[src/hw/rtl/ert_pkg.sv]
// shared types, codes and constants of the extent range translator
// no dependencies; used by every module of the block
`timescale 1ns / 1ps

package ert_pkg;

   // field widths
   localparam int FIELD_W = 64;
   localparam int DEV_W   = 16;
   localparam int IDX_W   = 4;
   localparam int CFG_W   = 5;

   // stream payload widths, byte aligned
   localparam int REQ_DATA_W = 408;
   localparam int RSP_DATA_W = 208;

   // table and request limits
   localparam int ENTRIES_DEFAULT = 16;
   localparam int MAX_RESULTS     = 16;
   localparam int CNT_W           = $clog2(MAX_RESULTS);
   localparam int QUEUE_DEPTH     = 2;

   // result status codes
   localparam logic ST_OK       = 1'b0;
   localparam logic ST_UNMAPPED = 1'b1;

   typedef enum logic {
      OP_LOAD      = 1'b0,
      OP_TRANSLATE = 1'b1
   } ert_op_type;

   // item handed from front to back; field_a/b/c are
   // load: logical start, physical start, length
   // translate: address, offset, length
   typedef struct packed {
      ert_op_type           op;
      logic [IDX_W-1:0]     idx;
      logic [FIELD_W-1:0]   field_a;
      logic [FIELD_W-1:0]   field_b;
      logic [FIELD_W-1:0]   field_c;
      logic [DEV_W-1:0]     dev;
   } ert_item_type;

   typedef struct packed {
      logic full;
      logic empty;
   } ert_qstat_type;

   // one table entry as kept in memory
   typedef struct packed {
      logic [FIELD_W-1:0] logical_start;
      logic [FIELD_W-1:0] physical_start;
      logic [FIELD_W-1:0] ext_length;
      logic [DEV_W-1:0]   device;
   } ert_extent_type;

   typedef struct packed {
      logic [FIELD_W-1:0] frag_addr;
      logic [FIELD_W-1:0] frag_len;
      logic [FIELD_W-1:0] frag_off;
      logic [DEV_W-1:0]   frag_dev;
      logic               last;
      logic               status;
   } ert_result_type;

   typedef enum logic [2:0] {
      BK_IDLE,
      BK_CMP,
      BK_SEL,
      BK_CALC,
      BK_AVAIL,
      BK_EMIT
   } ert_state_type;

endpackage

[src/hw/rtl/ert_front.sv]
// front part: accepts request transactions, unpacks and classifies them
// depends on ert_pkg; feeds ert_queue
`timescale 1ns / 1ps

module ert_front #(
   parameter int ENTRIES = ert_pkg::ENTRIES_DEFAULT
) (
   input  logic                            req_tvalid,
   output logic                            req_tready,
   input  logic [ert_pkg::REQ_DATA_W-1:0]  req_tdata,
   input  logic                            req_tuser,
   input  ert_pkg::ert_qstat_type          q_stat,
   output logic                            q_push,
   output ert_pkg::ert_item_type           q_item
);

   localparam int F  = ert_pkg::FIELD_W;
   localparam int IW = ert_pkg::IDX_W;

   logic [IW-1:0] f_idx;
   logic [F-1:0]  f_ls, f_ps, f_el, f_ra, f_ro, f_rl;
   logic [ert_pkg::DEV_W-1:0] f_dev;
   logic [6:0]    idx_ext;
   logic          keep;

   // unpack fields, lowest bit first
   assign f_idx = req_tdata[0 +: IW];
   assign f_ls  = req_tdata[IW +: F];
   assign f_ps  = req_tdata[IW + F +: F];
   assign f_el  = req_tdata[IW + 2*F +: F];
   assign f_dev = req_tdata[IW + 3*F +: ert_pkg::DEV_W];
   assign f_ra  = req_tdata[IW + 3*F + ert_pkg::DEV_W +: F];
   assign f_ro  = req_tdata[IW + 4*F + ert_pkg::DEV_W +: F];
   assign f_rl  = req_tdata[IW + 5*F + ert_pkg::DEV_W +: F];

   assign idx_ext = {3'b000, f_idx};

   // classify: loads outside the table and empty translations do nothing
   always_comb begin
      q_item.idx = f_idx;
      q_item.dev = f_dev;
      if (req_tuser == ert_pkg::OP_TRANSLATE) begin
         q_item.op      = ert_pkg::OP_TRANSLATE;
         q_item.field_a = f_ra;
         q_item.field_b = f_ro;
         q_item.field_c = f_rl;
         keep           = (f_rl != '0);
      end else begin
         q_item.op      = ert_pkg::OP_LOAD;
         q_item.field_a = f_ls;
         q_item.field_b = f_ps;
         q_item.field_c = f_el;
         keep           = (idx_ext < 7'(ENTRIES));
      end
   end

   assign req_tready = !q_stat.full;
   assign q_push     = req_tvalid && req_tready && keep;

endmodule

[config.mk]
export PLATFORM = sky130hd
export DESIGN_NAME = ert_front
export DESIGN_NICKNAME = d
export VERILOG_FILES = /design/src/hw/rtl/ert_pkg.sv /design/src/hw/rtl/ert_front.sv
export SDC_FILE = /design/constraint.sdc
export NUM_CORES = 1
export LEC_CHECK = 0
export BUFFER_PORTS_ARGS = -buffer_cell sky130_fd_sc_hd__buf_2
export CORE_AREA = 3 3 244 246
export DETAILED_ROUTE_END_ITERATION = 8
export DIE_AREA = 0 0 247 249
export PLACE_DENSITY = 0.35
export SETUP_SLACK_MARGIN = 0.05
export SLEW_MARGIN = 20
export SYNTH_ARGS = -nofsm -noshare
export SYNTH_HDL_FRONTEND = slang
export SYNTH_SLANG_ARGS = --single-unit
export TNS_END_PERCENT = 5
[constraint.sdc]
create_clock -name vclk -period 2.2
set_input_delay 0.11 -clock vclk [all_inputs]
set_output_delay 0.11 -clock vclk [all_outputs]
set_load 0.01 [all_outputs]
==> metrics.csv, run 1 <==
metric,value,unit
status,"complete, no violations",
cts_resized,0,
ir_drop,0.0639,mV
drt-initial-drc-count,110,
fin_total_pwr,1280,uW
place_ws,0.367,ns
hpwl,30500,microns
p_per_area,204,mW/mm^2
hold_violations,0,
end_kind,output port,
path_common_cell,buf_2,
fin_setup_tns,0,ns
synthesis.area,0.00257,sq mm
period_share,81.6,%
portBuffers,582,
syn_area_per_cell,9.94,sq um
dieWidth,247,microns
gr-usage-all-layers,9.50,%
post_drt_wl_per_cell,20.3,microns
maxCapViolCount,0,
holdBufCountCts,0,
die_h,249,microns
gr-usage-met3,2.37,%
startpoint,req_tdata[386],
gp_congestion,0.874,
mostFrequentLayoutCells,"buf_2 (581), mux2_2 (192), nor4_1 (14)",
rsz0062_at_grt,no,
core_area,0.0576,sq mm
vias,4595,
min_delay_path_depth,0,
antenna_found_initial,33,
crit_family,simple AND/OR/NAND/NOR gates,
worst_path_largest_cell_delay,0.40,ns
n_fill_cell,6735,
yosysWarnings,0,
wl,32000,microns
syn-num-nets,671,
syn_inst,259,
drive_gt1_share,96.9,%
register_area,0,sq um
n_clock_buffer,0,
leakagePower,0.00309,uW
start_kind,input pin,
setup_slack,0.404,ns
viasPerCell,2.92,
slew_headroom,50.8,%
met2_usage,18.5,%
seq_cells,0,
slew_violations,0,
path_depth,7,
drtAntennaViolNets,0,
layout_commonest_cell,buf_2,
gr-max-usage-layer,met2,
firstDrtPassIters,4,
critPathBufInv,3,
clock.fmax,557,MHz
whs,0.220,ns
route.detailed.drc,0,
fin_crit,1.80,ns
setup_viol,0,
slowest_stage,or3_1,
io-pin-count,627,
grtUsageMet1,10.2,%
synth.distinct_cells,14,
overflow,0,
crit_type,in -> out,
postCtsSetupBuffers,0,
tightest_slew,0.738,ns
nNetsFinal,1217,
rows,88,
die_area,0.0615,sq mm
crit_arrival,1.69,ns
grt_pass1_wl,39400,microns
critPathMaxFanout,2,
min_path_type,in -> out,
grt_pass1_vias,4703,
crit_end,q_push,
initial_core_util,4.47,%
ys_seq_area_share,0,%
post-route-util,10.9,%
areaGrowthSynthToFinish,143,%
path_cells,buf_2 > nor4_1 > buf_4 > nand4_1 > or3_1 > o311a_1 > buf_2,
grt_max_degree,111,
crit_required,2.09,ns
metal layers:
layer / routed length [microns] / part of all wire, %
met5: 7 / 0.022
met4: 1020 / 3.2
met2: 16100 / 50
met1: 11600 / 36
met3: 3240 / 10
where the power goes:
part	internal (uW)	switching, uW	total (uW)
clock	0.000386	0	0.000386
sequential	0	0	0
combinational	685	593	1280
Yosys cell counts:
cell | n | area, sq um
or3_1 | 1 | 6.26
buf_4 | 21 | 158
nor4b_1 | 1 | 8.76
mux2_2 | 192 | 2160
nand4_1 | 3 | 18.8
o311a_1 | 1 | 10.0
nand2_1 | 1 | 3.75
nor3_1 | 1 | 5.00
nor4_1 | 14 | 87.6
nor2_1 | 1 | 3.75
nand3_1 | 1 | 5.00
inv_1 | 1 | 3.75
buf_2 | 18 | 90.1
clkbuf_1 | 3 | 11.3
kinds of logic after synthesis:
kind of cell / synth area share, %
buf+inv: 10.2
simple gates: 5.40
mux: 84.0
compound gates: 0.389
metrics by stage:
stage                     instance area, sq um  std cells
after global placement                    6250       1568
after detailed placement                  6250       1568
final                                     6270       1575
after floorplan                           2570        259
after CTS                                 6250       1568
after global routing                      6260       1574
how the worst min path moves through the flow:
stage,to,slack (ns),from
2_1_floorplan,req_tready,0.27,q_stat[1]
3_3_place_gp,q_item[14],0.22,req_tdata[210]
3_5_place_dp,q_item[14],0.22,req_tdata[210]
4_1_cts,q_item[14],0.22,req_tdata[210]
5_1_grt,q_item[10],0.22,req_tdata[206]
6_report,q_item[10],0.22,req_tdata[206]
area by class of cell:
cell class                      instances  area [sq um]  area share [%]
Timing Repair Buffer                  586          2980            47.5
Inverter                                1          3.75          0.0599
Tap cell                              765           957            15.3
Antenna cell                            7          17.5           0.280
Multi-Input combinational cell        216          2310            36.9
Power figures use the tool's default switching activity.
==> inputs of run 2 (changes only) <==
--- a/config.mk
+++ b/config.mk
@@ -5,11 +5,12 @@
 export SDC_FILE = /design/constraint.sdc
 export NUM_CORES = 1
 export LEC_CHECK = 0
+export ABC_AREA = 1
 export BUFFER_PORTS_ARGS = -buffer_cell sky130_fd_sc_hd__buf_2
-export CORE_AREA = 3 3 244 246
+export CORE_AREA = 3 3 242 244
 export DETAILED_ROUTE_END_ITERATION = 8
-export DIE_AREA = 0 0 247 249
-export PLACE_DENSITY = 0.35
+export DIE_AREA = 0 0 245 247
+export PLACE_DENSITY = 0.36
 export SETUP_SLACK_MARGIN = 0.05
 export SLEW_MARGIN = 20
 export SYNTH_ARGS = -nofsm -noshare
==> constraint.sdc (replaced) <==
create_clock -name vclk -period 1.5
set_input_delay 0.075 -clock vclk [all_inputs]
set_output_delay 0.075 -clock vclk [all_outputs]
set_load 0.01 [all_outputs]
==> metrics.csv, run 2 <==
metric,value,unit,change
final_cell_area,0.00641,sq mm,+2.3%
p_per_area,293,mW/mm^2,+44%
die_h,247,microns,-0.80%
place_ws,-0.00678,ns,-0.373 ns
rsz0062_at_grt,no,,
slew_violations,0,,unchanged
portBuffers,582,,unchanged
syn-num-nets,1108,,+65%
slowest_stage,nor2_2,,
vias,6151,,+34%
wl,26000,microns,-19%
slew_headroom,66.1,%,+15 points
synth.most_common_cell,nand2_1,,
end_kind,output port,,
setup_slack,0.243,ns,-0.161 ns
crit_type,in -> out,,
ys_seq_area_share,0,%,unchanged
dpl.cell_count,1980,,+26%
leakagePower,0.00417,uW,+35%
post_drt_wl_per_cell,13.1,microns,-35%
dieWidth,245,microns,-0.81%
gr-max-usage-layer,met2,,
synthesis.area,0.00283,sq mm,+10%
whs,0.150,ns,-0.0700 ns
syn_area_per_cell,4.07,sq um,-59%
drtAntennaViolNets,0,,unchanged
gr-usage-all-layers,7.61,%,-1.9 points
synth_top_cell_area_share,74.7,%,-9.3 points
gp_congestion,0.893,,+2.1%
start_kind,input pin,,
antenna_found_initial,12,,-64%
crit_arrival,1.18,ns,-0.51 ns
syn_inst,696,,+170%
layout_commonest_cell,buf_2,,
yosys.area.top_type,nand2_1,,
viasPerCell,3.10,,+6.4%
critPathMaxFanout,2,,unchanged
die_area,0.0605,sq mm,-1.6%
drt-initial-drc-count,178,,+62%
tightest_slew,0.508,ns,-0.230 ns
initial_core_util,5.01,%,+0.54 points
mostFrequentLayoutCells,"buf_2 (581), nand2_1 (564), nor2_1 (37)",,
nNetsFinal,1638,,+35%
yosysWarnings,0,,unchanged
route.detailed.drc,0,,unchanged
hold_violations,0,,unchanged
fin_cells,1982,,+26%
maxCapViolCount,0,,unchanged
overflow,0,,unchanged
placed_area,0.00640,sq mm,+2.5%
io-pin-count,627,,unchanged
worst_path_largest_cell_delay,0.21,ns,-0.19 ns
fin_crit,1.26,ns,
synth.top_cells.by_count,"nand2_1 (564), nor2_1 (39), buf_2 (29)",,
min_path_type,in -> out,,
ir_drop,0.164,mV,+160%
core_area,0.0565,sq mm,-1.9%
setup_viol,0,,unchanged
hpwl,23500,microns,-23%
seq_cells,0,,unchanged
grt_max_degree,105,,-5.4%
areaGrowthSynthToFinish,126,%,
crit_required,1.42,ns,-0.67 ns
path_cells,buf_2 > nor2_2 > nand4_1 > nor2_2 > nand2_1 > nor2_1 > nor2_1 > buf_2,,
postCtsSetupBuffers,0,,unchanged
synth.distinct_cells,11,,-3
grtUsageMet1,8.32,%,-1.9 points
rows,87,,-1.1%
n_clock_buffer,0,,unchanged
drive_gt1_share,48.5,%,-48 points
register_area,0,sq um,unchanged
ys_top_cells_by_area,"nand2_1 (75%), buf_4 (5.8%), nor2_1 (5.2%), buf_2 (5.1%), buf_6 (4.0%)",,
grt_pass1_wl,34900,microns,-11%
grt_pass1_vias,5937,,+26%
gr-usage-met3,1.28,%,-1.1 points
met2_usage,14.6,%,-3.9 points
firstDrtPassIters,4,,unchanged
clock.fmax,796,MHz,
status,"complete, no violations",,
period_share,83.8,%,
==> run 2: area by class of cell <==
cell class / count / area (sq um)
Fill cell: 6707 / 50100
Timing Repair Buffer: 591 / 3050
Multi-Input combinational cell: 620 / 2360
Tap cell: 756 / 946
Inverter: 13 / 53.8
Antenna cell: 2 / 5.00
==> run 2: worst paths after layout <==
check | startpoint | to | slack, ns | cells after the start
worst max-delay path | req_tdata[403] | q_push | 0.24 | 8
worst min-delay path | req_tdata[204] | q_item[8] | 0.15 | 0
==> run 2: logic make-up (layout without fill, tap and decap cells) <==
| logic type | Yosys count | count (layout) | share of synthesized area (%) |
|---|---|---|---|
| and+or+nand+nor | 609 | 609 | 81.1 |
| other | 0 | 2 | 0 |
| buffers and inverters | 76 | 604 | 16.9 |
| AOI/OAI and AO/OA | 11 | 11 | 1.94 |
==> run 2: where the power goes <==
part | total (uW) | switching [uW] | leakage, uW | internal, uW
clock network | 0.000183 | 0 | 0.0000000127 | 0.000183
logic | 1880 | 1040 | 0.00417 | 844
registers | 0 | 0 | 0 | 0
total | 1880 | 1040 | 0.00417 | 844
==> run 2: repair_timing <==
action / 4_1_cts / 5_1_grt
hold buffers: 0 / 0
setup endpoints to repair: 1 / 1
resized for setup: 1 / 1
==> run 2: through the flow <==
stage / TNS, ns / total power [uW] / util (%)
floorplan: 0 / 849 / -
global placement: -0.0268 / 1920 / 11.3
detailed placement: -0.00678 / 1910 / 11.3
CTS: 0 / 1920 / 11.3
global route: 0 / 2090 / 11.3
finish: 0 / 1880 / 11.4
==> run 2: critical path, delay by kind of cell <==
kind,cells,cell delay [ns]
AND/OR/NAND/NOR,6,0.80
buffers and inverters,2,0.30
==> run 2: layer usage <==
layer	wire [microns]	part of all wire (%)	vias up
li1	-	-	3092
met1	9770	38	2579
met2	13000	50	422
met3	1990	7.7	58
met4	1210	4.6	0
met5	0	0	-
==> inputs of run 3 (changes only) <==
--- a/config.mk
+++ b/config.mk
@@ -5,12 +5,12 @@
 export SDC_FILE = /design/constraint.sdc
 export NUM_CORES = 1
 export LEC_CHECK = 0
-export ABC_AREA = 1
+export ABC_AREA = 0
 export BUFFER_PORTS_ARGS = -buffer_cell sky130_fd_sc_hd__buf_2
-export CORE_AREA = 3 3 242 244
+export CORE_AREA = 3 3 243 245
 export DETAILED_ROUTE_END_ITERATION = 8
-export DIE_AREA = 0 0 245 247
-export PLACE_DENSITY = 0.36
+export DIE_AREA = 0 0 246 248
+export PLACE_DENSITY = 0.35
 export SETUP_SLACK_MARGIN = 0.05
 export SLEW_MARGIN = 20
 export SYNTH_ARGS = -nofsm -noshare
==> constraint.sdc (replaced) <==
create_clock -name vclk -period 1.09
set_input_delay 0.0545 -clock vclk [all_inputs]
set_output_delay 0.0545 -clock vclk [all_outputs]
set_load 0.01 [all_outputs]
==> metrics.csv, run 3 (synthesized netlist as in run 1, its figures left out) <==
metric,value,unit,change
rows,88,,+1.1%
status,finished with violations,,
switchingPower,1290,uW,+25%
viasPerCell,2.94,,-5.1%
seq_cells,0,,unchanged
hpwl,25300,microns,+7.4%
areaGrowthSynthToFinish,193,%,
fin_setup_tns,-15.40,ns,-15.40 ns
nNetsFinal,1258,,-23%
grt_pass1_wl,34100,microns,-2.4%
clock.fmax,639,MHz,
antenna_found_initial,22,,+10
post_drt_wl_per_cell,18.2,microns,+39%
die_h,248,microns,+0.40%
drive_gt1_share,97.7,%,+49 points
crit_type,in -> out,,
hold_violations,0,,unchanged
startpoint,req_tdata[342],,
slew_headroom,70.0,%,+3.9 points
drtAntennaViolNets,0,,unchanged
setup_slack,-0.474,ns,-0.717 ns
final_cell_area,0.00753,sq mm,+17%
route.detailed.drc,0,,unchanged
vias,4743,,-23%
leakagePower,0.00376,uW,-9.8%
power_frac_seq,0,%,unchanged
layout_commonest_cell,buf_2,,
start_kind,input pin,,
grt_pass1_vias,4592,,-23%
grt_max_degree,92,,-12%
holdBufCountCts,0,,unchanged
wl,29400,microns,+13%
mostFrequentLayoutCells,"buf_2 (508), mux2_2 (149), buf_6 (79)",,
critPathMaxFanout,2,,unchanged
comb_power_share,100.0,%,about the same
n_clock_buffer,0,,unchanged
min_delay_path_depth,0,,unchanged
tightest_slew,0.446,ns,-0.0622 ns
register_area,0,sq um,unchanged
fin_crit,1.56,ns,
swShare,40.6,%,-15 points
setup_viol,176,,+176
violations,negative setup slack,,
die_area,0.0610,sq mm,+0.81%
end_kind,output port,,
maxCapViolCount,0,,unchanged
dieWidth,246,microns,+0.41%
core_area,0.0574,sq mm,+1.5%
post-route-util,13.1,%,+1.8 points
period_share,144,%,
crit_required,1.04,ns,-0.38 ns
p_per_area,423,mW/mm^2,+44%
min_from,req_tdata[208],,
gp_congestion,0.833,,-6.7%
placed_area,0.00643,sq mm,+0.49%
initial_core_util,4.49,%,-0.53 points
crit_arrival,1.51,ns,+0.33 ns
fin_total_pwr,3190,uW,+70%
p_int,1900,uW,+120%
overflow,0,,unchanged
portBuffers,582,,unchanged
slew_violations,0,,unchanged
drt-initial-drc-count,80,,-55%
rsz0062_at_grt,yes,,
firstDrtPassIters,4,,unchanged
gr-usage-all-layers,8.07,%,+0.46 points
io-pin-count,627,,unchanged
min_path_type,in -> out,,
ir_drop,0.142,mV,-13%
p_clk_share,0,%,unchanged
run 3: cell count changes in the layout (fill, tap and decap cells not counted), sizes merged, moves of 4 or more:
cell / before / now
nand2: 564 / 1
mux2: 0 / 192
nor2: 39 / 1
buf: 591 / 622
nor4: 0 / 14
inv: 13 / 1
o21ai: 11 / 0
clkbuf: 0 / 4
run 3: layout make-up:
cell class	instances	area [sq um]
Tap cell	765	957
Inverter	1	3.75
Antenna cell	2	5.00
Timing Repair Buffer	627	4030
Multi-Input combinational cell	216	2530
Fill cell	6599	49800
run 3: layer usage:
layer,vias to the layer above,share of wire (%),GRT usage [%],wire (microns)
met5,-,0.089,0,26
met4,4,1.8,0.886,538
met3,40,8.2,1.35,2400
met2,408,54,16.4,15800
met1,2135,36,8.84,10600
li1,2156,-,-,-
run 3: power by group through the flow:
stage	Combinational, uW	Clock (uW)	Sequential, uW
2_1_floorplan	1180	0	0
4_1_cts	3050	0	0
3_5_place_dp	2610	0	0
5_1_grt	3420	0.000246	0
3_3_place_gp	2600	0	0
6_report	3190	0.000246	0
run 3: final timing paths:
kind / to / slack (ns)
max: q_push / -0.47
min: q_item[12] / 0.11
run 3: critical path, stage by stage:
cell     delay [ns]
buf_2          0.12
nor4_4         0.29
nand4_1        0.23
or3_4          0.39
o311a_1        0.28
buf_2          0.14
run 3: timing repair:
action / 4_1_cts / 5_1_grt
setup buffers: 6 / 4
endpoints found under the setup margin: 183 / 192
gates resized for setup: 117 / 43
pin swaps: 2 / 1
gates cloned: 4 / 4
run 3: through the flow:
stage               setup WS [ns]  cells  hold WS [ns]
finish                     -0.474   1611         0.109
global route               -0.534   1611         0.109
CTS                        -0.484   1601         0.109
detailed placement         -0.650   1591         0.109
global placement           -0.613   1591         0.109
floorplan                 -0.0766    259         0.160
