$ cat src/hw/rtl/ert_pkg.sv
// shared types, codes and constants of the extent range translator
// no dependencies; used by every module of the block
`timescale 1ns / 1ps

package ert_pkg;

   // field widths
   localparam int FIELD_W = 64;
   localparam int DEV_W   = 16;
   localparam int IDX_W   = 4;
   localparam int CFG_W   = 5;

   // stream payload widths, byte aligned
   localparam int REQ_DATA_W = 408;
   localparam int RSP_DATA_W = 208;

   // table and request limits
   localparam int ENTRIES_DEFAULT = 16;
   localparam int MAX_RESULTS     = 16;
   localparam int CNT_W           = $clog2(MAX_RESULTS);
   localparam int QUEUE_DEPTH     = 2;

   // result status codes
   localparam logic ST_OK       = 1'b0;
   localparam logic ST_UNMAPPED = 1'b1;

   typedef enum logic {
      OP_LOAD      = 1'b0,
      OP_TRANSLATE = 1'b1
   } ert_op_type;

   // item handed from front to back; field_a/b/c are
   // load: logical start, physical start, length
   // translate: address, offset, length
   typedef struct packed {
      ert_op_type           op;
      logic [IDX_W-1:0]     idx;
      logic [FIELD_W-1:0]   field_a;
      logic [FIELD_W-1:0]   field_b;
      logic [FIELD_W-1:0]   field_c;
      logic [DEV_W-1:0]     dev;
   } ert_item_type;

   typedef struct packed {
      logic full;
      logic empty;
   } ert_qstat_type;

   // one table entry as kept in memory
   typedef struct packed {
      logic [FIELD_W-1:0] logical_start;
      logic [FIELD_W-1:0] physical_start;
      logic [FIELD_W-1:0] ext_length;
      logic [DEV_W-1:0]   device;
   } ert_extent_type;

   typedef struct packed {
      logic [FIELD_W-1:0] frag_addr;
      logic [FIELD_W-1:0] frag_len;
      logic [FIELD_W-1:0] frag_off;
      logic [DEV_W-1:0]   frag_dev;
      logic               last;
      logic               status;
   } ert_result_type;

   typedef enum logic [2:0] {
      BK_IDLE,
      BK_CMP,
      BK_SEL,
      BK_CALC,
      BK_AVAIL,
      BK_EMIT
   } ert_state_type;

endpackage

$ cat src/hw/rtl/ert_queue.sv
// short item queue between the front and back parts
// depends on ert_pkg for the item and status types
`timescale 1ns / 1ps

module ert_queue (
   input  logic                  clock,
   input  logic                  reset,
   input  logic                  push,
   input  ert_pkg::ert_item_type push_item,
   input  logic                  pop,
   output ert_pkg::ert_item_type head_item,
   output ert_pkg::ert_qstat_type stat
);

   localparam int PW = (ert_pkg::QUEUE_DEPTH > 1) ? $clog2(ert_pkg::QUEUE_DEPTH) : 1;

   ert_pkg::ert_item_type q_ff [ert_pkg::QUEUE_DEPTH];
   logic [PW-1:0] wr_ptr_ff, wr_ptr_in;
   logic [PW-1:0] rd_ptr_ff, rd_ptr_in;
   logic [PW:0]   count_ff, count_in;
   logic          do_push, do_pop;

   assign stat.full  = (count_ff == (PW+1)'(ert_pkg::QUEUE_DEPTH));
   assign stat.empty = (count_ff == '0);
   assign do_push    = push && !stat.full;
   assign do_pop     = pop && !stat.empty;
   assign head_item  = q_ff[rd_ptr_ff];

   // pointer and fill count update with wrap at the queue depth
   always_comb begin
      wr_ptr_in = wr_ptr_ff;
      rd_ptr_in = rd_ptr_ff;
      count_in  = count_ff;
      if (do_push) begin
         wr_ptr_in = (wr_ptr_ff == PW'(ert_pkg::QUEUE_DEPTH - 1)) ? '0 : wr_ptr_ff + 1'b1;
      end
      if (do_pop) begin
         rd_ptr_in = (rd_ptr_ff == PW'(ert_pkg::QUEUE_DEPTH - 1)) ? '0 : rd_ptr_ff + 1'b1;
      end
      if (do_push && !do_pop) begin
         count_in = count_ff + 1'b1;
      end else if (do_pop && !do_push) begin
         count_in = count_ff - 1'b1;
      end
   end

   always_ff @(posedge clock) begin
      if (reset) begin
         wr_ptr_ff <= '0;
         rd_ptr_ff <= '0;
         count_ff  <= '0;
      end else begin
         wr_ptr_ff <= wr_ptr_in;
         rd_ptr_ff <= rd_ptr_in;
         count_ff  <= count_in;
      end
   end

   // storage
   always_ff @(posedge clock) begin
      if (do_push) begin
         q_ff[wr_ptr_ff] <= push_item;
      end
   end

endmodule

$ cat config.mk
export PLATFORM = sky130hd
export DESIGN_NAME = ert_queue
export DESIGN_NICKNAME = d
export VERILOG_FILES = /design/src/hw/rtl/ert_pkg.sv /design/src/hw/rtl/ert_queue.sv
export SDC_FILE = /design/constraint.sdc
export NUM_CORES = 1
export LEC_CHECK = 0
export BUFFER_PORTS_ARGS = -buffer_cell sky130_fd_sc_hd__buf_2
export CAP_MARGIN = 5
export CORE_AREA = 2 2 264 136
export CTS_CLUSTER_DIAMETER = 120
export CTS_CLUSTER_SIZE = 24
export DETAILED_ROUTE_END_ITERATION = 8
export DIE_AREA = 0 0 266 138
export GPL_TIMING_DRIVEN = 1
export PLACE_DENSITY_LB_ADDON = 0.05
export SETUP_SLACK_MARGIN = 0.15
export SLEW_MARGIN = 25
export SYNTH_ARGS = -nofsm -noshare
export SYNTH_HDL_FRONTEND = slang
export SYNTH_SLANG_ARGS = --single-unit
$ cat constraint.sdc
create_clock -name clock -period 15.3 [get_ports clock]
set_input_delay 0 -clock clock [delete_from_list [all_inputs] [get_ports clock]]
set_output_delay 0 -clock clock [all_outputs]
set_load 0.005 [all_outputs]
==> results by stage, run 1 <==
Outcome:
- The run finished with clean final reports.

Clocking:
- The maximum clock path buffer count is 3.
- CTS built an H-tree with a depth of 1.
- The number of CTS-inserted buffers is 21.
- After clock tree synthesis, the clock-pin slew on the worst setup and hold paths is ~0.1 ns.
- The clock latency on the worst-skew pair is ~0.53 ns.
- TritonCTS built the clock tree.
- Gates resized during post-CTS repair numbered 0.
- For this design, the sink count on the clock tree is between 400 and 500.
- The cell chosen for the clock root is sky130_fd_sc_hd__clkbuf_16.

STA:
- For the final routed database, the setup TNS stands at 0 ns.
- Across all setup checks in the final design, the least slack found is about 12 ns.
- The final number of hold-violating endpoints is 0.
- The count of final max-slew check failures was 0.
- The final period utilization is 0.243.
- The setup clock skew after layout is 0.0148 ns.
- Setup repair after global routing left no endpoint under its margin.
- The clock period minus final worst setup slack is 3.72 ns.
- The relative slew slack is 0.335.
- The highest clock rate is approximately 0.27 GHz.
- Setup violations remaining at the end of the flow were counted as 0.
- For the pin with the worst max-slew slack, the measured transition is roughly 1.0 ns.

Global route:
- The maximum number of pins on one net before global-route repair is between 80 and 90.
- Global routing finished with a remaining overflow of 0.
- The number of antenna violations at the first check in global routing is 2.
- The total routing resource utilization after global routing is 0.182.
- The wire length of the first global-routing pass is just over 50000 µm.
- The number of global-route vias before repair is between 8000 and 9000.

Floorplan:
- approximately 430 I/O pins were placed.
- The die is 266 µm wide.
- The row count is 49.
- The initial utilization of the core area, before any placement, comes to 0.468.
- Measured along the y axis, the die boundary spans approximately 140 µm.
- The total die area is 36700 µm².
- The placeable core region is about 35000 µm².

Finish:
- The number of fillers in the final layout is approximately 2600.
- After the flow finishes, the layout carries non-filler instances totaling 1811.
- In the layout the commonest cells are 431 x sky130_fd_sc_hd__buf_2, 426 x sky130_fd_sc_hd__edfxtp_1, 216 x sky130_fd_sc_hd__dlygate4sd3_1.
- In the final layout, the multi-input gates occupy about 3100 µm².
- The storage element area is 12900 µm².
- The library cell used most frequently in the layout, excluding fill and tap cells, is sky130_fd_sc_hd__buf_2.
- From synthesis to final layout, the design area changed by 32.7%.
- In the final design database the tool counted 1562 nets.
- The fraction of final layout cells with drive strength greater than 1 is 0.503.

Power:
- The net load switching power is around 780 µW.
- Summed over all cells, the static leakage comes to around 8.4 nW.
- The clock group share of total power is 0.199.
- Dividing total power by cell area gives a power density of 139 nW/µm².
- Total power for the finished layout comes to about 3.0 mW.
- Of the total power, combinational logic draws 0.289.
- The sequential group share of total power is 0.512.
- The maximum resistive drop on vdd is roughly 140 µV.
- The internal portion of the total power is 2.21 mW.
- The switching share of power is 0.261.

Route:
- For this run, the detailed router's first-pass iteration total came to 6.
- The detail route stage leaves a number of antenna-violating nets equal to 0.
- The final layout contains routed wiring with a total length of approximately 34000 µm.
- The routed layout has ~8500 vias.
- In the routed layout, each cell is associated on average with a via count of 4.70.
- The starting DRC count in detailed routing is 458.
- After detailed routing, the average wire length per cell comes to roughly 19 µm.
- The DRC violations left is 0.

Synthesis:
- The gate count of the mapped netlist is 688.
- During synthesis, Yosys emitted a total of 0 warnings.
- The synthesized design contains about 430 register bits.
- sky130_fd_sc_hd__edfxtp_1 takes more of the synthesized area than any other cell.
- The share of the Yosys chip area taken by registers is 0.791.
- Dividing the synthesized area by the synthesized cell count gives between 20 and 25 µm².
- The portion of synthesized cell area occupied by the leading cell type is 0.785.
- Summing every instance area after synthesis gives between 15000 and 20000 µm².
- In the post-synthesis netlist, the biggest area contributors are sky130_fd_sc_hd__edfxtp_1 79%, sky130_fd_sc_hd__mux2_4 16%, sky130_fd_sc_hd__mux2_2 3.0%, sky130_fd_sc_hd__buf_6 1.4%, sky130_fd_sc_hd__dfxtp_1 0.61%.
- The net count of the mapped netlist is 906.
- Yosys mapped the design onto 15 distinct sky130hd cell types.

Worst setup path:
- Data on the critical path is required at its endpoint by approximately 15 ns.
- The reg2reg setup slack is approximately 12 ns.
- The worst setup path is launched from a flip-flop.
- STA classifies the critical path endpoint as a primary output.
- In this run the worst path has a maximum fanout of 50.
- The count of buffering cells on the critical path with inverters included is 4.
- For this run, the slowest stage of the critical path takes between 0.7 and 0.8 ns.
- The type of the setup path with the least slack is reg2out.
- The dominant cell type by count on the critical path is sky130_fd_sc_hd__buf_4.
- Traced cell by cell, the critical path runs through buf_12 > buf_4 > buf_4 > mux2_4 > buf_2.
- The kind of cell with the highest combined delay along the critical path is buffers and inverters.
- The library cell contributing the largest single delay on the critical path is sky130_fd_sc_hd__buf_4.
- The critical path data arrival time is roughly 3.7 ns.

Placed design:
- The final weighted congestion of routability-driven global placement is about 0.79.
- The setup slack after placement is approximately 12 ns.
- The number of instances in the placed design is approximately 1600.
- The count of port buffers added during placement is around 430.
- The post-DP HPWL is about 23000 µm.

Hold path:
- The type of the tightest min-delay check is in2reg.

Run:
- Max-cap violations in this run came to 0.
-- synth_stat cells (all sizes together) --
cell type / count
inv: 2
dfxtp: 5
nor2b: 1
xor2: 3
nor2: 5
or3: 2
mux2: 213
buf: 24
and2: 1
o21ai: 3
a21oi: 2
edfxtp: 426
ha: 1
-- per-layer routing --
| layer | GRT usage | vias to the layer above | part of all wire | wire [µm] |
|---|---|---|---|---|
| met5 | 0 | - | 0 | 0 |
| met4 | 0.0414 | 0 | 0.023 | 782 |
| met3 | 0.0454 | 45 | 0.058 | 2000 |
| met2 | 0.315 | 204 | 0.50 | 17200 |
| met1 | 0.233 | 4224 | 0.42 | 14400 |
| li1 | - | 4031 | - | - |
-- sequential cells by signal (all words and copies together), names as in the netlist, named ones only --
name / cells
q_ff: 426
count_ff: 2
rd_ptr_ff: 1
wr_ptr_ff: 1
-- power by group through the flow --
stage	registers, mW	logic [mW]	clock network (mW)
after floorplan	1.57	0.545	0
after global placement	1.57	0.811	0
after detailed placement	1.58	0.815	0
after CTS	1.55	0.864	0.616
after global routing	1.55	0.928	0.658
final	1.53	0.865	0.596
-- worst paths after layout --
| kind | start | end | cells past startpoint |
|---|---|---|---|
| max reg2reg | count_ff[1] | q_ff[1][188] | 5 |
| max | flip-flop | head_item[110] | 5 |
| min | push_item[9] | q_ff[0][9] | 2 |
| min reg2reg | wr_ptr_ff | wr_ptr_ff | 2 |
-- metrics by stage --
stage / hold slack (ns) / cell area, µm² / utilization
after floorplan: 0.0691 / 16300 / -
after global placement: 0.188 / 18900 / 0.541
after detailed placement: 0.191 / 18900 / 0.541
after CTS: 0.154 / 21600 / 0.619
after global routing: 0.171 / 21600 / 0.621
final: 0.184 / 21600 / 0.621
-- layout make-up --
cell class	count	share of cell area
Sequential cell	431	0.596
Timing Repair Buffer	657	0.205
Multi-Input combinational cell	231	0.146
Tap cell	459	0.0266
Clock buffer	29	0.0257
Inverter	2	0.000694
Antenna cell	2	0.000231
-- kinds of logic (layout without fill, tap and decap cells) --
logic type      Yosys count  count (layout)  synth area share
flops                   431             431             0.791
other cells               0               2                 0
fa+ha+maj                 1               1          0.000768
simple gates              9               9           0.00284
xor+xnor                  3               3           0.00161
mux                     213             213             0.186
compound gates            5               5           0.00154
buf+inv                  26             688            0.0155
-- timing repair --
action / 4_1_cts / 5_1_grt
endpoints found under the hold margin: 431 / 0
setup buffers: 0 / 0
endpoints found under the setup margin: 0 / 0
hold buffers: 216 / 0
Power figures use the tool's default switching activity.
==> inputs of run 2 (changes only) <==
ABC_AREA = 1   (was unset)
clock period = 3.5 ns   (was 15.3 ns; I/O delays follow)
==> results by stage, run 2 <==
Outcome:
- The run finished with clean final reports.

Placed design:
- The post-DP HPWL is 22100 µm (-3.9%).
- The number of instances in the placed design came to 1575 (+0.83%).
- The count of port buffers added during placement is 431 (unchanged).
- The final weighted congestion of routability-driven global placement is 0.762 (-3.8%).

Synthesis:
- The area fraction in and, or, nand and nor cells after synthesis is 0.00406 (+0.00122).
- Among all cell types in the netlist, the one instantiated most often is sky130_fd_sc_hd__edfxtp_1.
- The share of the synthesized netlist area taken by xor and xnor gates is 0 (-0.00161).
- The synthesis-stage register bit count came to 431 (unchanged).
- The count of distinct cell types in the synthesized netlist is 15 (unchanged).
- The proportion of register bits with asynchronous set or reset after synthesis is 0 (unchanged).
- The mux cell area share after synthesis is 0.186 (-0.000286).
- The number of enable flip-flop cells after synthesis was 426 (unchanged).
- The largest total area in the synthesized netlist belongs to sky130_fd_sc_hd__edfxtp_1.
- Sorting the synthesized cells by how often they occur yields 426 x sky130_fd_sc_hd__edfxtp_1, 170 x sky130_fd_sc_hd__mux2_4, 43 x sky130_fd_sc_hd__mux2_2, 20 x sky130_fd_sc_hd__buf_6.
- The gate count of the mapped netlist is 700 (+1.7%).
- The area of the mapped netlist is 16300 µm² (+0.15%).
- By area, the combinational part of the netlist is dominated by multiplexers.
- By area the synthesized netlist is led by sky130_fd_sc_hd__edfxtp_1 78%, sky130_fd_sc_hd__mux2_4 16%, sky130_fd_sc_hd__mux2_2 3.0%, sky130_fd_sc_hd__buf_6 1.4%, sky130_fd_sc_hd__dfxtp_1 0.61%.
- The most common flop cell mapped by yosys is sky130_fd_sc_hd__edfxtp_1.
- The count of yosys warnings during synthesis is 0 (unchanged).
- The post-synthesis adder-cell area fraction is 0.000767 (-0.00000118).
- The complex-gate fraction of the synthesized area is 0.00184 (+0.000304).
- The synthesized area divided by synthesized cell count was 23.3 µm² (-1.6%).
- The net count of the mapped netlist is 918 (+1.3%).
- The portion of synthesized cell area occupied by the leading cell type came to 0.784 (-0.00120).
- The part of the Yosys area used for sequential elements is 0.790 (-0.00121).

Finish:
- The fraction of final layout cells with drive strength greater than 1 is 0.501 (-0.00186).
- The combined area of the multi-input logic cells is 3170 µm² (+0.72%).
- The storage element area is 12900 µm² (about the same).
- The area growth from synthesis to layout is 33.2%.
- The number of standard cells in the final layout excluding fillers came to 1821 (+0.55%).
- The number of flip-flops under the largest register name is 426 (unchanged).
- Leaving out fill and tap cells, the most frequent cells in the layout are 431 x sky130_fd_sc_hd__buf_2, 426 x sky130_fd_sc_hd__edfxtp_1, 216 x sky130_fd_sc_hd__dlygate4sd3_1.
- The number of fillers in the final layout is 2567 (-1.9%).
- The most common cell after layout, fill and taps aside is sky130_fd_sc_hd__buf_2.
- The net total in the final layout came to 1573 (+0.70%).
- Counting flops per register, the top entry is q_ff.
- The largest registers in the layout are q_ff (426), count_ff (2).

Route:
- The vias per cell is 4.70 (+0.12%).
- The starting DRC count in detailed routing came to 488 (+6.6%).
- The via count is 8561 (+0.67%).
- The routed wire length per instance came to 18.9 µm (-0.66%).
- The post-detailed-route count of antenna-violating nets is 0 (unchanged).
- The DRC violations left came to 0 (unchanged).
- The final wirelength is 34400 µm (-0.11%).
- The number of iterations in the first detailed-routing pass is 6 (unchanged).

Floorplan:
- The initial cell density of the core is 0.469 (+0.000719).
- The vertical die dimension is 138 µm (unchanged).
- The placeable core region is 34800 µm² (unchanged).
- The total die area came to 36700 µm² (unchanged).
- The row count came to 49 (unchanged).
- The horizontal die dimension was 266 µm (unchanged).
- The number of I/O pins is 432 (unchanged).

STA:
- The relative slew slack is 0.531 (+0.196).
- The routed design could run at a clock period as short as 2.40 ns.
- The count of final max-slew check failures is 0 (unchanged).
- Setup repair after global routing left no endpoint under its margin.
- The total of endpoints with negative setup slack in the final report is 0 (unchanged).
- Static timing analysis puts the maximum clock frequency at roughly 0.42 GHz.
- The setup TNS after final layout is 0 ns (unchanged).
- The setup clock skew after layout is 0.0136 ns (-0.00116 ns).
- Dividing the final minimum period by the clock period gives 0.686.
- The transition time at the pin with the least slew margin came to 0.704 ns (-0.294 ns).
- The final number of hold-violating endpoints is 0 (unchanged).

Power:
- The cell-internal power is 9.49 mW (+330%).
- The clock group share of total power is 0.204 (+0.005).
- The sequential group share of total power was 0.528 (+0.016).
- The maximum resistive drop on vdd came to 340 µV (+150%).
- The net load switching power came to 3.27 mW (+320%).
- The switching share of power came to 0.257 (-0.00462).
- The power per cell area is 587 nW/µm² (+320%).
- The logic gate share of total power is 0.268 (-0.021).
- The static leakage was 8.43 nW (+0.64%).

Global route:
- The total routing resource utilization after global routing is 0.183 (+0.000893).
- The final global-route overflow total is 0 (unchanged).
- The wire length of the first global-routing pass came to 52000 µm (+0.98%).
- The maximum number of pins on one net before global-route repair came to 81 (-3.6%).
- The number of global-route vias before repair came to 8945 (+0.77%).
- The number of antenna violations at the first check in global routing came to 1 (-1).

Hold path:
- The tightest min-delay check is of the in2reg type.

Worst setup path:
- The delay of the slowest critical-path stage is 0.82 ns (+0.04 ns).
- The data required time at the worst endpoint is 3.50 ns (-11.80 ns).
- The critical path data arrival time is 2.40 ns (-1.32 ns).
- The worst setup path is captured at a primary output.
- The largest individual stage delay along the critical path comes from the cell sky130_fd_sc_hd__dfxtp_4.
- The maximum fanout along the worst path came to 68 (+36%).
- Traced cell by cell, the critical path runs through buf_12 > mux2_2 > buf_2.
- The startpoint class of the critical path is a flip-flop.
- The type of the setup path with the least slack is reg2out.

Clocking:
- The number of cells upsized or downsized after cts came to 0 (unchanged).
- The maximum clock path buffer count is 3 (unchanged).
- TritonCTS built the clock tree.
- The number of CTS-inserted buffers is 21 (unchanged).
- The clock-pin slew on the worst setup and hold paths came to 0.10 ns (about the same).
- The number of sinks on the clock net is 431 (unchanged).
- The clock latency on the worst-skew pair is 0.53 ns (about the same).
- The cell chosen for the clock root is sky130_fd_sc_hd__clkbuf_16.
- The total number of H-tree levels is 1 (unchanged).

Run:
- The max-capacitance violation count came to 0 (unchanged).
run 2: cell count changes after synthesis, moves of 2 or more:
cell                      previous run  this run
sky130_fd_sc_hd__inv_1               2         9
sky130_fd_sc_hd__nand2_1             0         4
sky130_fd_sc_hd__nor2_1              5         9
sky130_fd_sc_hd__o21ai_0             3         5
sky130_fd_sc_hd__or3_1               2         0
sky130_fd_sc_hd__xor2_1              3         0
run 2: final cells by class:
class,instances,area share
diodes,1,0.000115
clock buffers,29,0.0256
inverters,9,0.00155
multi-input cells,236,0.146
flip-flops and latches,431,0.593
well taps,459,0.0264
repair buffers,656,0.207
run 2: cell families (layout without fill, tap and decap cells):
family	Yosys count	after routing
adders and majority gates	1	1
other	0	1
and+or+nand+nor	16	16
AOI/OAI and AO/OA	6	6
muxes	213	213
DFF	431	431
buffers and inverters	33	694
run 2: power groups by stage:
stage               Combinational [mW]  Sequential (mW)  Clock, mW
floorplan                         2.08             6.83          0
global placement                  3.28             6.85          0
detailed placement                3.29             6.87          0
CTS                               3.50             6.75       2.69
global route                      3.68             6.81       2.86
finish                            3.42             6.74       2.60
run 2: layer usage:
layer | GRT usage | vias up | part of all wire | wire, µm
li1 | - | 4053 | - | -
met1 | 0.243 | 4283 | 0.43 | 14800
met2 | 0.320 | 193 | 0.51 | 17500
met3 | 0.0346 | 32 | 0.044 | 1520
met4 | 0.0334 | 0 | 0.017 | 593
met5 | 0 | - | 0 | 0
run 2: timing repair:
| action | in CTS | in global routing |
|---|---|---|
| setup buffers | 0 | 0 |
| hold buffers | 216 | 0 |
| endpoints found under the hold margin | 445 | 0 |
run 2: critical path: cells and delay by family (launching register included):
family   cells  cell delay (ns)
flops        1             0.82
buf+inv      2             0.60
mux          1             0.40
run 2: path summary, 6_finish.rpt:
kind	to	cells after the start	from	slack (ns)
min	q_ff[0][8]	2	push_item[8]	0.18
min reg2reg	wr_ptr_ff	2	wr_ptr_ff	0.52
max reg2reg	q_ff[0][107]	4	count_ff[1]	1.56
max	head_item[205]	3	flip-flop	1.10
run 2: metrics by stage:
step	hold slack (ns)	total power, mW	area (µm²)	setup slack, ns	utilization
CTS	0.153	12.9	21700	1.03	0.624
global route	0.164	13.3	21700	0.959	0.624
detailed placement	0.191	10.2	19000	1.57	0.546
global placement	0.189	10.1	19000	1.61	0.546
finish	0.179	12.8	21700	1.10	0.624
floorplan	0.0989	8.91	16300	-0.557	-
==> inputs of run 3 (changes only) <==
ABC_AREA = 0   (was 1)
CORE_AREA = 2 2 267 137   (was 2 2 264 136)
DIE_AREA = 0 0 269 139   (was 0 0 266 138)
clock period = 2 ns   (was 3.5 ns; I/O delays follow)
==> results by stage, run 3 (synthesis results as in run 1) <==
Finish:
- The growth of design area from synthesis to finish is 36.4%.
- The net total in the final layout is 1587 (+0.89%).
- The combined area of the multi-input logic cells is 3160 µm² (-0.39%).
- Counting flops per register, the top entry is q_ff.
- The final design instance area without fill is 22200 µm² (+2.2%).
- The number of fillers in the final layout was 2574 (+0.27%).
- The number of flip-flops under the largest register name is 426 (unchanged).
- The library cells used most frequently in the layout, excluding fill and tap cells, are 431 x sky130_fd_sc_hd__buf_2, 426 x sky130_fd_sc_hd__edfxtp_1, 217 x sky130_fd_sc_hd__dlygate4sd3_1.
- The most common cell after layout, fill and taps aside is sky130_fd_sc_hd__buf_2.
- The final core area utilization was 0.630 (+0.00610).
- The fraction of final layout cells with drive strength greater than 1 is 0.513 (+0.0124).
- The largest registers in the layout are q_ff (426), count_ff (2).
- The storage element area is 12900 µm² (about the same).

Worst setup path:
- The delay of the slowest critical-path stage is 0.38 ns (-0.44 ns).
- The worst register-to-register path ends at q_ff[0][84].
- The path depth of the worst reg2reg path is 4 (unchanged).
- The critical path in this run is classified as reg2out.
- The library cell contributing the largest single delay on the critical path is sky130_fd_sc_hd__dfxtp_4.
- The launch point of the worst reg-to-reg path is count_ff[1].
- The maximum fanout along the worst path came to 24 (-65%).
- The critical path data arrival time is 1.82 ns (-0.58 ns).
- The endpoint class of the critical path is a primary output.
- The reg2reg setup slack is 0.23 ns (-1.33 ns).
- Traced cell by cell, the critical path runs through buf_12 > buf_16 > mux2_2 > buf_2.
- The data required time at the worst endpoint is 2.00 ns (-1.50 ns).
- STA classifies the critical path startpoint as a flip-flop.

Placed design:
- The final weighted congestion of routability-driven global placement is 0.781 (+2.5%).
- The setup slack after placement is 0.272 ns (-1.30 ns).
- The count of port buffers added during placement came to 431 (unchanged).
- The post-DP HPWL came to 23700 µm (+7.3%).
- The placement-stage cell area was 19200 µm² (+1.1%).

Floorplan:
- The vertical die dimension is 139 µm (+0.72%).
- The initial cell density of the core came to 0.462 (-0.00641).
- The row count is 49 (unchanged).
- The placeable core region is 35300 µm² (+1.2%).
- The horizontal die dimension came to 269 µm (+1.1%).
- The total die area is 37400 µm² (+1.9%).
- The number of I/O pins is 432 (unchanged).

Global route:
- The maximum number of pins on one net before global-route repair is 71 (-12%).
- The wire length of the first global-routing pass is 52400 µm (+0.80%).
- The number of antenna violations at the first check in global routing is 3 (+2).
- The number of global-route vias before repair came to 9002 (+0.64%).
- The final global-route overflow total is 0 (unchanged).
- The total routing resource utilization after global routing is 0.185 (+0.00228).

Route:
- The vias per cell is 4.72 (+0.47%).
- The number of iterations in the first detailed-routing pass came to 4 (-2).
- The routed wire length per instance is 19.7 µm (+4.4%).
- The DRC violations left is 0 (unchanged).
- The post-detailed-route count of antenna-violating nets is 0 (unchanged).
- The via count came to 8795 (+2.7%).
- The starting DRC count in detailed routing was 534 (+9.4%).
- The final wirelength came to 36700 µm (+6.8%).

Clocking:
- The clock-pin slew on the worst setup and hold paths is 0.10 ns (about the same).
- The clock tree from TritonCTS is done.
- The total number of H-tree levels came to 1 (unchanged).
- The cell chosen for the clock root is sky130_fd_sc_hd__clkbuf_16.
- The number of sinks on the clock net is 431 (unchanged).
- The clock latency on the worst-skew pair is 0.54 ns (about the same).
- The number of CTS-inserted buffers is 21 (unchanged).
- The maximum clock path buffer count is 3 (unchanged).

STA:
- For this run, the top clock speed supported by timing is 0.551 GHz.
- The count of final max-slew check failures is 0 (unchanged).
- The setup TNS after final layout is 0 ns (unchanged).
- The worst path setup slack after routing is 0.184 ns (-0.917 ns).
- The worst hold slack across all endpoints is 0.184 ns (+0.00471 ns).
- The final number of hold-violating endpoints was 0 (unchanged).
- The relative slew slack is 0.686 (+0.155).
- The worst path in the final design needs a cycle of approximately 1.8 ns, including I/O delays and setup.
- The transition time at the pin with the least slew margin is 0.471 ns (-0.233 ns).
- Setup repair after global routing could not meet its margin everywhere.
- The total of endpoints with negative setup slack in the final report is 0 (unchanged).
- The final period utilization is 0.908.
- The setup clock skew after layout was 0.0115 ns (-0.00213 ns).

Power:
- The switching share of power is 0.265 (+0.00833).
- The power per cell area is 1070 nW/µm² (+82%).
- The cell-internal power came to 17.5 mW (+84%).
- The logic gate share of total power is 0.321 (+0.053).
- The clock group share of total power is 0.192 (-0.012).
- The maximum resistive drop on vdd was 632 µV (+86%).
- The net load switching power is 6.30 mW (+93%).
- The sequential group share of total power is 0.487 (-0.041).
- The static leakage was 8.62 nW (+2.2%).

Hold path:
- The hold path startpoint is push_item[130].
- The tightest min-delay check is of the in2reg type.
- The hold path depth is 2 (unchanged).
- The path with the worst hold slack has its endpoint at q_ff[0][130].

Outcome:
- The flow ran to the end, and the final reports show no timing, DRC or antenna violations.

Run:
- The max-capacitance violation count came to 0 (unchanged).
[run 3: power by group through the flow]
| stage | registers, mW | logic [mW] | clock network [mW] |
|---|---|---|---|
| detailed placement | 11.8 | 6.83 | 0 |
| finish | 11.6 | 7.63 | 4.57 |
| global placement | 11.8 | 6.83 | 0 |
| global route | 11.7 | 8.11 | 5.05 |
| floorplan | 11.9 | 4.19 | 0 |
| CTS | 11.6 | 7.47 | 4.75 |
[run 3: critical path: cells and delay by family, from the launching register on]
family   cells  cell delay, ns
buf+inv      3            0.52
flops        1            0.38
mux          1            0.36
[run 3: timing repair]
| item | 4_1_cts | 5_1_grt |
|---|---|---|
| endpoints found under the hold margin | 431 | 0 |
| gates cloned | 2 | 6 |
| setup endpoints to repair | 143 | 137 |
| buffers inserted | 3 | 0 |
| hold buffers | 217 | 0 |
| resized for setup | 4 | 5 |
[run 3: metrics by stage]
step,instances,power (mW)
after floorplan,688,16.1
after global placement,1602,18.6
after detailed placement,1602,18.7
after CTS,1853,23.8
after global routing,1862,24.9
final,1862,23.8
[run 3: how the worst max path moves through the flow]
stage                           endpoint  slack (ns)  depth (start not counted)
after floorplan               q_ff[0][0]       -2.19                          3
after global placement       q_ff[0][71]        0.29                          4
after detailed placement     q_ff[0][84]        0.27                          4
after CTS                 head_item[110]        0.07                          4
after global routing      head_item[190]         0.1                          4
final                     head_item[190]        0.18                          4
[run 3: per-layer routing]
metal | wire length, µm | vias to the layer above | part of all wire | GRT usage
li1 | - | 4089 | - | -
met1 | 15900 | 4416 | 0.43 | 0.239
met2 | 17900 | 219 | 0.49 | 0.312
met3 | 1790 | 71 | 0.049 | 0.0412
met4 | 1180 | 0 | 0.032 | 0.0608
met5 | 0 | - | 0 | 0
[run 3: cell type report]
class	count	area share
flip-flops and latches	431	0.580
repair buffers	682	0.224
multi-input cells	231	0.142
well taps	484	0.0273
clock buffers	29	0.0250
inverters	2	0.000507
diodes	3	0.000338
